`src/hdl/srdc_pkg.sv`:
```
// Types, constants and the CRC byte function of the record decoder.
package srdc_pkg;

  localparam logic [15:0] CRC_INIT    = 16'hFFFF;
  localparam logic [15:0] CRC_POLY    = 16'h1021;
  localparam logic [7:0]  ERASED_BYTE = 8'hFF;
  localparam int unsigned CRC_SPAN    = 14;
  localparam int unsigned REC_BYTES   = 16;
  localparam int unsigned REC_BITS    = REC_BYTES * 8;

  // Payload that travels down the CRC stages.
  typedef struct packed {
    logic [REC_BITS-1:0] rec;
    logic [15:0]         crc;
  } stage_t;

  // One decoded result beat.
  typedef struct packed {
    logic              is_empty;
    logic              crc_ok;
    logic              valid_res;
    logic [31:0]       timestamp;
    logic signed [15:0] temperature;
    logic [15:0]       humidity;
    logic [31:0]       pressure;
    logic [7:0]        flag_bits;
    logic [7:0]        boot_number;
  } res_t;

  // CRC-16/CCITT-FALSE update by one byte, MSB first.
  function automatic logic [15:0] crc_byte(input logic [15:0] crc_in,
                                           input logic [7:0]  data);
    logic [15:0] c;
    c = crc_in ^ {data, 8'h00};
    for (int k = 0; k < 8; k++) begin
      if (c[15]) begin
        c = (c << 1) ^ CRC_POLY;
      end else begin
        c = c << 1;
      end
    end
    return c;
  endfunction

endpackage

```
`src/hdl/srdc_if.sv`:
```
// Channel interfaces: record input and decoded result output.
interface srdc_rec_if;
  logic        valid;
  logic        ready;
  logic [63:0] record_low;
  logic [63:0] record_high;

  modport source (output valid, output record_low, output record_high, input ready);
  modport sink   (input valid, input record_low, input record_high, output ready);
endinterface

interface srdc_res_if;
  logic               valid;
  logic               ready;
  logic               is_empty;
  logic               crc_ok;
  logic               valid_res;
  logic [31:0]        timestamp;
  logic signed [15:0] temperature;
  logic [15:0]        humidity;
  logic [31:0]        pressure;
  logic [7:0]         flag_bits;
  logic [7:0]         boot_number;

  modport source (output valid, output is_empty, output crc_ok, output valid_res,
                  output timestamp, output temperature, output humidity,
                  output pressure, output flag_bits, output boot_number,
                  input ready);
  modport sink   (input valid, input is_empty, input crc_ok, input valid_res,
                  input timestamp, input temperature, input humidity,
                  input pressure, input flag_bits, input boot_number,
                  output ready);
endinterface

```
`src/hdl/sensor_record_decoder_crc16_core.sv`:
```
// Top level of the stored sensor record decoder with CRC-16 check.
//
// Takes one 16-byte flash record per beat (bytes 0..7 on record_low, 8..15 on
// record_high, byte i at bits 8i+7..8i) and returns one result beat per record.
// A record of all 0xFF bytes is flagged is_empty. CRC-16/CCITT-FALSE (init
// 0xFFFF, poly 0x1021, MSB first, no final xor) runs over bytes 0..13 and is
// compared with the little-endian word in bytes 14..15 (crc_ok). valid_res is
// set when the record is not empty and the CRC matches; only then are the
// little-endian fields unpacked, otherwise they read zero. Throughput is one
// record per clock while the result is not stalled; each beat passes through
// four CRC stages (bytes 0-3, 4-7, 8-11, 12-13) and one compare/unpack stage
// that is also the output register. in_ready drops only when the result is
// stalled and every stage is full; a stall loses and repeats no beat.
module sensor_record_decoder_crc16_core (
  input  logic              clk,
  input  logic              rst_n,
  srdc_rec_if.sink          in_rec,
  srdc_res_if.source        out_res
);
  import srdc_pkg::*;

  localparam int unsigned NUM_CRC_STAGES = 4;

  // Stage handshakes; index 0 is the input side.
  logic   stg_valid [NUM_CRC_STAGES+1];
  logic   stg_ready [NUM_CRC_STAGES+1];
  stage_t stg_data  [NUM_CRC_STAGES+1];
  res_t   res;

  assign stg_valid[0]  = in_rec.valid;
  assign in_rec.ready  = stg_ready[0];
  assign stg_data[0]   = '{rec: {in_rec.record_high, in_rec.record_low}, crc: CRC_INIT};

  // Byte ranges per CRC stage.
  srdc_crc_stage #(.FIRST_BYTE(0), .NUM_BYTES(4)) u_crc0 (
    .clk(clk), .rst_n(rst_n),
    .in_valid(stg_valid[0]), .in_ready(stg_ready[0]), .in_data(stg_data[0]),
    .out_valid(stg_valid[1]), .out_ready(stg_ready[1]), .out_data(stg_data[1])
  );

  srdc_crc_stage #(.FIRST_BYTE(4), .NUM_BYTES(4)) u_crc1 (
    .clk(clk), .rst_n(rst_n),
    .in_valid(stg_valid[1]), .in_ready(stg_ready[1]), .in_data(stg_data[1]),
    .out_valid(stg_valid[2]), .out_ready(stg_ready[2]), .out_data(stg_data[2])
  );

  srdc_crc_stage #(.FIRST_BYTE(8), .NUM_BYTES(4)) u_crc2 (
    .clk(clk), .rst_n(rst_n),
    .in_valid(stg_valid[2]), .in_ready(stg_ready[2]), .in_data(stg_data[2]),
    .out_valid(stg_valid[3]), .out_ready(stg_ready[3]), .out_data(stg_data[3])
  );

  // last CRC stage covers the tail of the span (bytes 12..13)
  srdc_crc_stage #(.FIRST_BYTE(12), .NUM_BYTES(CRC_SPAN - 12)) u_crc3 (
    .clk(clk), .rst_n(rst_n),
    .in_valid(stg_valid[3]), .in_ready(stg_ready[3]), .in_data(stg_data[3]),
    .out_valid(stg_valid[4]), .out_ready(stg_ready[4]), .out_data(stg_data[4])
  );

  // Compare, erased check and unpack; its register drives the result channel.
  srdc_unpack u_unpack (
    .clk(clk), .rst_n(rst_n),
    .in_valid(stg_valid[4]), .in_ready(stg_ready[4]), .in_data(stg_data[4]),
    .out_valid(out_res.valid), .out_ready(out_res.ready), .out_data(res)
  );

  assign out_res.is_empty    = res.is_empty;
  assign out_res.crc_ok      = res.crc_ok;
  assign out_res.valid_res   = res.valid_res;
  assign out_res.timestamp   = res.timestamp;
  assign out_res.temperature = res.temperature;
  assign out_res.humidity    = res.humidity;
  assign out_res.pressure    = res.pressure;
  assign out_res.flag_bits   = res.flag_bits;
  assign out_res.boot_number = res.boot_number;

endmodule

```
`src/hdl/srdc_crc_stage.sv`:
```
// One pipeline stage that folds a range of record bytes into the running CRC.
module srdc_crc_stage #(
  parameter int unsigned FIRST_BYTE = 0,
  parameter int unsigned NUM_BYTES  = 4
) (
  input  logic            clk,
  input  logic            rst_n,
  input  logic            in_valid,
  output logic            in_ready,
  input  srdc_pkg::stage_t in_data,
  output logic            out_valid,
  input  logic            out_ready,
  output srdc_pkg::stage_t out_data
);
  import srdc_pkg::*;

  logic   valid_r;
  stage_t data_r;
  stage_t data_nxt;

  assign in_ready = !valid_r || out_ready;

  always_comb begin
    data_nxt = in_data;
    for (int i = 0; i < int'(NUM_BYTES); i++) begin
      data_nxt.crc = crc_byte(data_nxt.crc, in_data.rec[8*(int'(FIRST_BYTE)+i) +: 8]);
    end
  end

  always_ff @(posedge clk) begin
    if (!rst_n) begin
      valid_r <= 1'b0;
    end else if (in_ready) begin
      valid_r <= in_valid;
    end
  end

  always_ff @(posedge clk) begin
    if (in_ready && in_valid) begin
      data_r <= data_nxt;
    end
  end

  assign out_valid = valid_r;
  assign out_data  = data_r;

endmodule

```
`src/hdl/srdc_unpack.sv`:
```
// Final stage: erased check, CRC compare and field unpack into the output register.
module srdc_unpack (
  input  logic             clk,
  input  logic             rst_n,
  input  logic             in_valid,
  output logic             in_ready,
  input  srdc_pkg::stage_t in_data,
  output logic             out_valid,
  input  logic             out_ready,
  output srdc_pkg::res_t   out_data
);
  import srdc_pkg::*;

  logic  valid_r;
  res_t  res_r;
  res_t  res_nxt;
  logic  empty;
  logic  ok;
  logic  good;

  assign in_ready = !valid_r || out_ready;

  always_comb begin
    empty = 1'b1;
    for (int i = 0; i < int'(REC_BYTES); i++) begin
      if (in_data.rec[8*i +: 8] != ERASED_BYTE) begin
        empty = 1'b0;
      end
    end
    // stored CRC is little-endian in bytes 14..15
    ok   = (in_data.crc == in_data.rec[8*CRC_SPAN +: 16]);
    good = !empty && ok;

    res_nxt             = '0;
    res_nxt.is_empty    = empty;
    res_nxt.crc_ok      = ok;
    res_nxt.valid_res   = good;
    if (good) begin
      res_nxt.timestamp   = in_data.rec[31:0];
      res_nxt.temperature = signed'(in_data.rec[47:32]);
      res_nxt.humidity    = in_data.rec[63:48];
      res_nxt.pressure    = in_data.rec[95:64];
      res_nxt.flag_bits   = in_data.rec[103:96];
      res_nxt.boot_number = in_data.rec[111:104];
    end
  end

  always_ff @(posedge clk) begin
    if (!rst_n) begin
      valid_r <= 1'b0;
    end else if (in_ready) begin
      valid_r <= in_valid;
    end
  end

  always_ff @(posedge clk) begin
    if (in_ready && in_valid) begin
      res_r <= res_nxt;
    end
  end

  assign out_valid = valid_r;
  assign out_data  = res_r;

endmodule

```
`src/flat_wrapper.sv`:
```
// flat-port wrapper written by rule: the top's interface ports become plain ports
module sensor_record_decoder_crc16_core_flat import srdc_pkg::*;
  (clk, rst_n, in_rec_valid, in_rec_record_low, in_rec_record_high, in_rec_ready, out_res_valid, out_res_is_empty, out_res_crc_ok, out_res_valid_res, out_res_timestamp, out_res_temperature, out_res_humidity, out_res_pressure, out_res_flag_bits, out_res_boot_number, out_res_ready);
  srdc_rec_if in_rec_i ();
  srdc_res_if out_res_i ();
  input  logic clk;
  input  logic rst_n;
  input wire logic [$bits(in_rec_i.valid)-1:0] in_rec_valid;
  input wire logic [$bits(in_rec_i.record_low)-1:0] in_rec_record_low;
  input wire logic [$bits(in_rec_i.record_high)-1:0] in_rec_record_high;
  output wire logic [$bits(in_rec_i.ready)-1:0] in_rec_ready;
  output wire logic [$bits(out_res_i.valid)-1:0] out_res_valid;
  output wire logic [$bits(out_res_i.is_empty)-1:0] out_res_is_empty;
  output wire logic [$bits(out_res_i.crc_ok)-1:0] out_res_crc_ok;
  output wire logic [$bits(out_res_i.valid_res)-1:0] out_res_valid_res;
  output wire logic [$bits(out_res_i.timestamp)-1:0] out_res_timestamp;
  output wire logic [$bits(out_res_i.temperature)-1:0] out_res_temperature;
  output wire logic [$bits(out_res_i.humidity)-1:0] out_res_humidity;
  output wire logic [$bits(out_res_i.pressure)-1:0] out_res_pressure;
  output wire logic [$bits(out_res_i.flag_bits)-1:0] out_res_flag_bits;
  output wire logic [$bits(out_res_i.boot_number)-1:0] out_res_boot_number;
  input wire logic [$bits(out_res_i.ready)-1:0] out_res_ready;
  assign in_rec_i.valid = in_rec_valid;
  assign in_rec_i.record_low = in_rec_record_low;
  assign in_rec_i.record_high = in_rec_record_high;
  assign in_rec_ready = in_rec_i.ready;
  assign out_res_valid = out_res_i.valid;
  assign out_res_is_empty = out_res_i.is_empty;
  assign out_res_crc_ok = out_res_i.crc_ok;
  assign out_res_valid_res = out_res_i.valid_res;
  assign out_res_timestamp = out_res_i.timestamp;
  assign out_res_temperature = out_res_i.temperature;
  assign out_res_humidity = out_res_i.humidity;
  assign out_res_pressure = out_res_i.pressure;
  assign out_res_flag_bits = out_res_i.flag_bits;
  assign out_res_boot_number = out_res_i.boot_number;
  assign out_res_i.ready = out_res_ready;
  sensor_record_decoder_crc16_core u_core (.clk(clk), .rst_n(rst_n), .in_rec(in_rec_i), .out_res(out_res_i));
endmodule
```
`config.mk`:
```
export PLATFORM = sky130hd
export DESIGN_NAME = sensor_record_decoder_crc16_core_flat
export DESIGN_NICKNAME = d
export VERILOG_FILES = /design/src/hdl/srdc_pkg.sv /design/src/hdl/srdc_if.sv /design/src/hdl/sensor_record_decoder_crc16_core.sv /design/src/hdl/srdc_crc_stage.sv /design/src/hdl/srdc_unpack.sv /design/src/flat_wrapper.sv
export SDC_FILE = /design/constraint.sdc
export NUM_CORES = 1
export LEC_CHECK = 0
export BUFFER_PORTS_ARGS = -buffer_cell sky130_fd_sc_hd__clkbuf_2
export CORE_MARGIN = 8
export CORE_UTILIZATION = 53
export DETAILED_ROUTE_END_ITERATION = 8
export GPL_TIMING_DRIVEN = 0
export PLACE_DENSITY_LB_ADDON = 0.08
export SKIP_CTS_REPAIR_TIMING = 1
export SYNTH_ARGS = -nofsm -noshare
export SYNTH_HDL_FRONTEND = slang
export SYNTH_SLANG_ARGS = --single-unit
```
`constraint.sdc`:
```
create_clock -name clk -period 11.41 [get_ports clk]
set_clock_uncertainty 0.05 [all_clocks]
set_input_delay 0.5705 -clock clk [delete_from_list [all_inputs] [get_ports clk]]
set_output_delay 0.5705 -clock clk [all_outputs]
set_load 0.1 [all_outputs]
```
# Word level (Yosys, flattened, before mapping)

Cells that the tools add are included.

Bits in registers: 696
Output and inout bits: 117
Logic and storage cells: 314

Eq/ne operators: 17
Muxes and demuxes: 128
Bitwise gates (word level): 126
Reductions and logical operators: 17

Operator list:

| cell                 | count |
|---|---|
| $mux W13             | 112 |
| $not A3 Y3           | 112 |
| $xor A16 B16 Y16     | 13 |
| $ne A8 B8 Y1 const B | 16 |
| $eq A16 B16 Y1       | 1 |
| $mux W1              | 16 |
| $not A16 Y16         | 1 |
| $logic_and A1 B1 Y1  | 6 |
| $logic_not A1 Y1     | 6 |
| $logic_or A1 B1 Y1   | 5 |

# Longest topological paths before layout

Word-level depth: 68
Depth in mapped cells: 8
Depth with buffers taken out: 5

# Modules after synthesis

Synthesis repeated with hierarchy kept, for this count alone.

Cell total of the unflattened synthesis: 1,369
Area total of the unflattened synthesis: 27,745.4 um^2

Modules (own cells, without submodules):

| module                              | instances | cells each | area each (um^2) | sequential area each (um^2) |
|---|---|---|---|---|
| srdc_crc_stage at u_core.u_crc0 ... | 3         | 240        | 5,706.7          | 4,344.2 |
| srdc_unpack                         | 1         | 448        | 5,691.7          | 3,473.3 |
| srdc_crc_stage at u_core.u_crc3     | 1         | 200        | 4,929.7          | 4,344.2 |
| sensor_record_decoder_crc16_core    | 1         | 1          | 3.8              | 0.0 |

# Least setup slack after synthesis

OpenSTA, ideal clock, no wires.

Path type: reg-to-reg
From: register u_core.u_unpack.valid_r (netlist: u_core.u_unpack.out_valid)
To: register u_core.u_crc1.data_r (netlist bit u_core.u_crc1.out_data[0]), enable pin
Arrival: 11,671 ps
Slack: -1,179 ps
Cell stages (with the launch flop): 5
Path buffers: 1
Clock period less this slack: 12,589 ps
Path through: dfxtp_1 > nor2b_1 > and3_1 > clkbuf_1 > a21boi_0

Cells in the longest elaborated chain, start to end: 6

RTL lines:

| element                         | line                 | RTL |
|---|---|---|
| start, declared                 | srdc_unpack.sv:14    | `logic valid_r;` |
| start signal, assigned          | srdc_unpack.sv:52    | `valid_r <= in_valid;` |
| $logic_not A1 Y1                | srdc_unpack.sv:21    | `assign in_ready = !valid_r \|\| out_ready;` |
| $logic_or A1 B1 Y1              | srdc_unpack.sv:21    |  |
| $logic_or A1 B1 Y1 (3 in a row) | srdc_crc_stage.sv:21 | `assign in_ready = !valid_r \|\| out_ready;` |
| $logic_and A1 B1 Y1             | srdc_crc_stage.sv:39 | `if (in_ready && in_valid) begin` |
| end signal, assigned            | srdc_crc_stage.sv:40 | `data_r <= data_nxt;` |
| end, declared                   | srdc_crc_stage.sv:18 | `stage_t data_r;` |

No other way between the ends.
A chain may end at the register's enable or synchronous reset.

# Final worst setup path

From: register u_core.u_crc3.data_r (netlist bit u_core.u_crc3.out_data[128])
To: register u_core.u_unpack.res_r (netlist bit u_core.u_unpack.out_data[82]) (data pin)

Cells in the longest elaborated chain, start to end: 5
Elaborated cells between the ends (all ways): 6

RTL lines:

| element                 | line                 | RTL |
|---|---|---|
| start, declared         | srdc_crc_stage.sv:18 |  |
| start signal, assigned  | srdc_crc_stage.sv:40 |  |
| $ne A8 B8 Y1            | srdc_unpack.sv:26    | `if (in_data.rec[8*i +: 8] != ERASED_BYTE) begin` |
| $mux W1 (2 in a row)    | srdc_unpack.sv:26    |  |
| $logic_not A1 Y1        | srdc_unpack.sv:32    | `good = !empty && ok;` |
| $logic_and A1 B1 Y1 (*) | srdc_unpack.sv:32    |  |
| end signal, assigned    | srdc_unpack.sv:58    | `res_r <= res_nxt;` |
| end, declared           | srdc_unpack.sv:15    | `res_t res_r;` |

Every way passes the cells marked *; elsewhere a longest branch is shown, timed or not.

==> metrics.md <==
| Metric | Value |
|---|---|
| WS Path Type | `register to register` |
| Initial core utilization | `a little over half` |
| Synth Area in XOR/XNOR | `around 15%` |
| Async SR Flop Fraction | `0%` |
| Iteration count of the initial detailed-routing pass | `6` |
| CP max FO | `10` |
| Mapped Area | `between 0.02 and 0.03 mm²` |
| YS warnings | `0` |
| Slew Limit Fails | `0` |
| Core ar. | `0.0486 mm²` |
| Clock Pin Slew Worst Setup and Hold Paths | `60 ps` |
| Compound-Gate Fraction of Synth Area | `less than 1%` |
| Post-synth top cells | `edfxtp_1 (691), xnor2_1 (178), and3_1 (113)` |
| Chip Width | `237 µm` |
| RSZ-0062 raised after global routing | `no` |
| Maximum VDD drop | `0.404 mV` |
| Top-count cell post-synth | `edfxtp_1` |
| Layout Nets | `approximately 1700` |
| Post-synthesis simple-gate area fraction | `4.05%` |
| Combinational Power Share | `a little over two fifths` |
| Minimum clock period | `about 3600 ps` |
| Global-route wire length before repair | `between 70 and 80 mm` |
| Area Overhead vs Synth | `19.2%` |
| Worst Setup Start Kind | `register` |
| Via count | `between 10000 and 15000` |
| Largest cells by area after synthesis | `edfxtp_1 (80%), xnor2_1 (6.0%), xnor3_1 (4.5%)` |
| Share of the synthesized area in the top cell type | `approximately four fifths` |
| Critical path arrival | `4010 ps` |
| Die H | `about 240 µm` |
| Final hold violations | `0` |
| DR WL/cell | `23.2 µm` |
| Die Area | `0.0562 mm²` |
| H-tree Lvls | `3` |
| Seq/Total Area, Yosys | `80.5%` |
| Post-synth EDFFs | `691` |
| Fillers | `roughly 3400` |
| CP required | `11820 ps` |
| Diode count | `0` |
| Dpl cells | `2109` |
| Relative slew slack | `2.89%` |
| Final Util | `a little under two thirds` |
| I/O Buffers | `248` |
| HP Class | `input port to register` |
| TritonCTS Sinks | `696` |
| Fin cells | `2239` |
| Syn Nets | `1346` |
| Worst-margin pin slew | `between 1000 and 1500 ps` |
| Distinct cells, synth | `22` |
| Drt initial violations | `slightly below 800` |
| Via-to-Cell Ratio | `5.16` |
| CTS tree | `built` |
| Synth Area per Inst | `21.3 µm²` |
| Max-Cap Viols | `0` |
| Number of global-route vias before repair | `roughly 12000` |
| Adder-Cell Fraction of Synth Area | `0%` |
| Cts bufs inserted | `73` |
| Ys flop type | `edfxtp_1` |
| Sw Ratio | `29.8%` |
| Setup WS post-layout | `7810 ps` |
| Switch Pwr | `0.00313 W` |
| Setup crit end kind | `register` |
| Setup TNS | `0 ps` |
| Main combinational cell family by area after synthesis | `XOR/XNOR gates` |
| Part of the power in registers | `34.1%` |
| Flops & latches, synth | `696` |
| Period utilisation layout | `31.5%` |
| Synth area leader | `edfxtp_1` |
| IO Pins | `249` |
| Post-route DRC | `0` |
| CTS Buffer Depth | `3` |
| Global route overflow | `0` |
| ANT nets after route | `0` |
| Int Power | `0.00735 W` |
| GR Util All Layers | `around 19%` |
| Core Rows | `81` |
| Cells after Synth | `1214` |
| Total Wirelength | `just over 50 mm` |
| Initial antenna violation count | `1` |
| Worst-skew pair later-pin latency | `600 ps` |
| Static leakage | `11.2 nW` |
| Power per cell area | `~340 mW/mm²` |
| Total power | `approximately 0.010 W` |
| Post-synthesis mux area share | `0%` |
| Place WS | `7800 ps` |
| Detailed placement HPWL | `38.7 mm` |
| Root Driver | `clkbuf_16` |
| Clk pwr share | `22.1%` |
| Run status | `complete, no violations` |
| Final setup viols | `0` |
| Gpl congestion | `0.830` |
| Layout cells sized above 1 | `24.7%` |
| Largest net degree at the start of global routing | `35` |
| Fmax | `~280 MHz` |
-- state kept, by name, summed over array words and instances, names as in the netlist --
signal,cells
u_core.u_crc1.out_data,144
u_core.u_crc2.out_valid,1
u_core.u_crc3.out_valid,1
u_core.u_crc1.out_valid,1
u_core.u_crc2.out_data,144
u_core.u_unpack.out_data,115
u_core.u_crc3.out_data,144
u_core.u_unpack.out_valid,1
u_core.u_crc0.out_valid,1
u_core.u_crc0.out_data,144
-- routing by layer --
metal	track usage (%)	routed length, µm
met1	25.1	22800
met2	30.1	25100
met3	4.06	2750
met4	5.79	1270
met5	0	0
-- through the flow --
stage / instance area (µm²) / hold slack, ps
floorplan: 25900 / 350
global placement: 27900 / 351
detailed placement: 28500 / 355
CTS: 30900 / 58.5
global route: 30900 / 64.2
finish: 30900 / 99.1
-- cells in the final DEF, fill, tap and decap left out, drive strengths merged, types with 2 or more instances in the layout --
cell,instances
bufinv,9
o21a,2
xor3,13
edfxtp,691
xor2,53
a21oi,2
nor4,9
buf,25
and3,113
clkinv,29
a21boi,3
dfxtp,5
nor2b,5
inv,9
xnor2,184
nand4,38
clkbuf,360
xnor3,62
-- logic make-up after synthesis --
| kind of cell | after synthesis |
|---|---|
| simple gates | 168 |
| flops | 696 |
| xor+xnor | 312 |
| compound gates | 8 |
| buf+inv | 30 |
-- worst max-delay path, cell delays in order, from the launching register on --
cell      delay (ps)
edfxtp_1         470
xnor2_1          210
nand4_1          100
nor4_1          1190
clkbuf_1         680
clkbuf_1         510
and3_1           260
-- worst paths after layout --
| path | start | endpoint | slack (ps) | depth (start not counted) |
|---|---|---|---|---|
| hold / removal | in_rec_record_high[11] | u_core.u_crc0.out_data[91] | 100 | 1 |
| hold reg to reg | u_core.u_crc1.out_data[62] | u_core.u_crc2.out_data[62] | 360 | 0 |
| setup reg to reg | u_core.u_crc3.out_data[128] | u_core.u_unpack.out_data[82] | 7810 | 6 |
| setup / recovery | u_core.u_crc3.out_data[128] | u_core.u_unpack.out_data[82] | 7810 | 6 |
-- layout make-up --
type	instances	area, µm²	area share [%]
plain buffers	26	97.6	0.316
clock buffers	86	1880	6.07
clock inverters	44	472	1.53
inverters	4	15.0	0.0486
multi-input cells	488	5000	16.2
flip-flops and latches	696	20900	67.5
well taps	622	778	2.52
repair buffers	273	1790	5.81
-- power by group through the flow --
stage	combinational, W	sequential (W)	clock (W)
floorplan	0.00354	0.00366	0
global route	0.00484	0.00358	0.00246
global placement	0.00451	0.00365	0
CTS	0.00460	0.00357	0.00236
detailed placement	0.00455	0.00362	0
finish	0.00459	0.00357	0.00231
No activity file was read; power rests on OpenSTA's default activity.
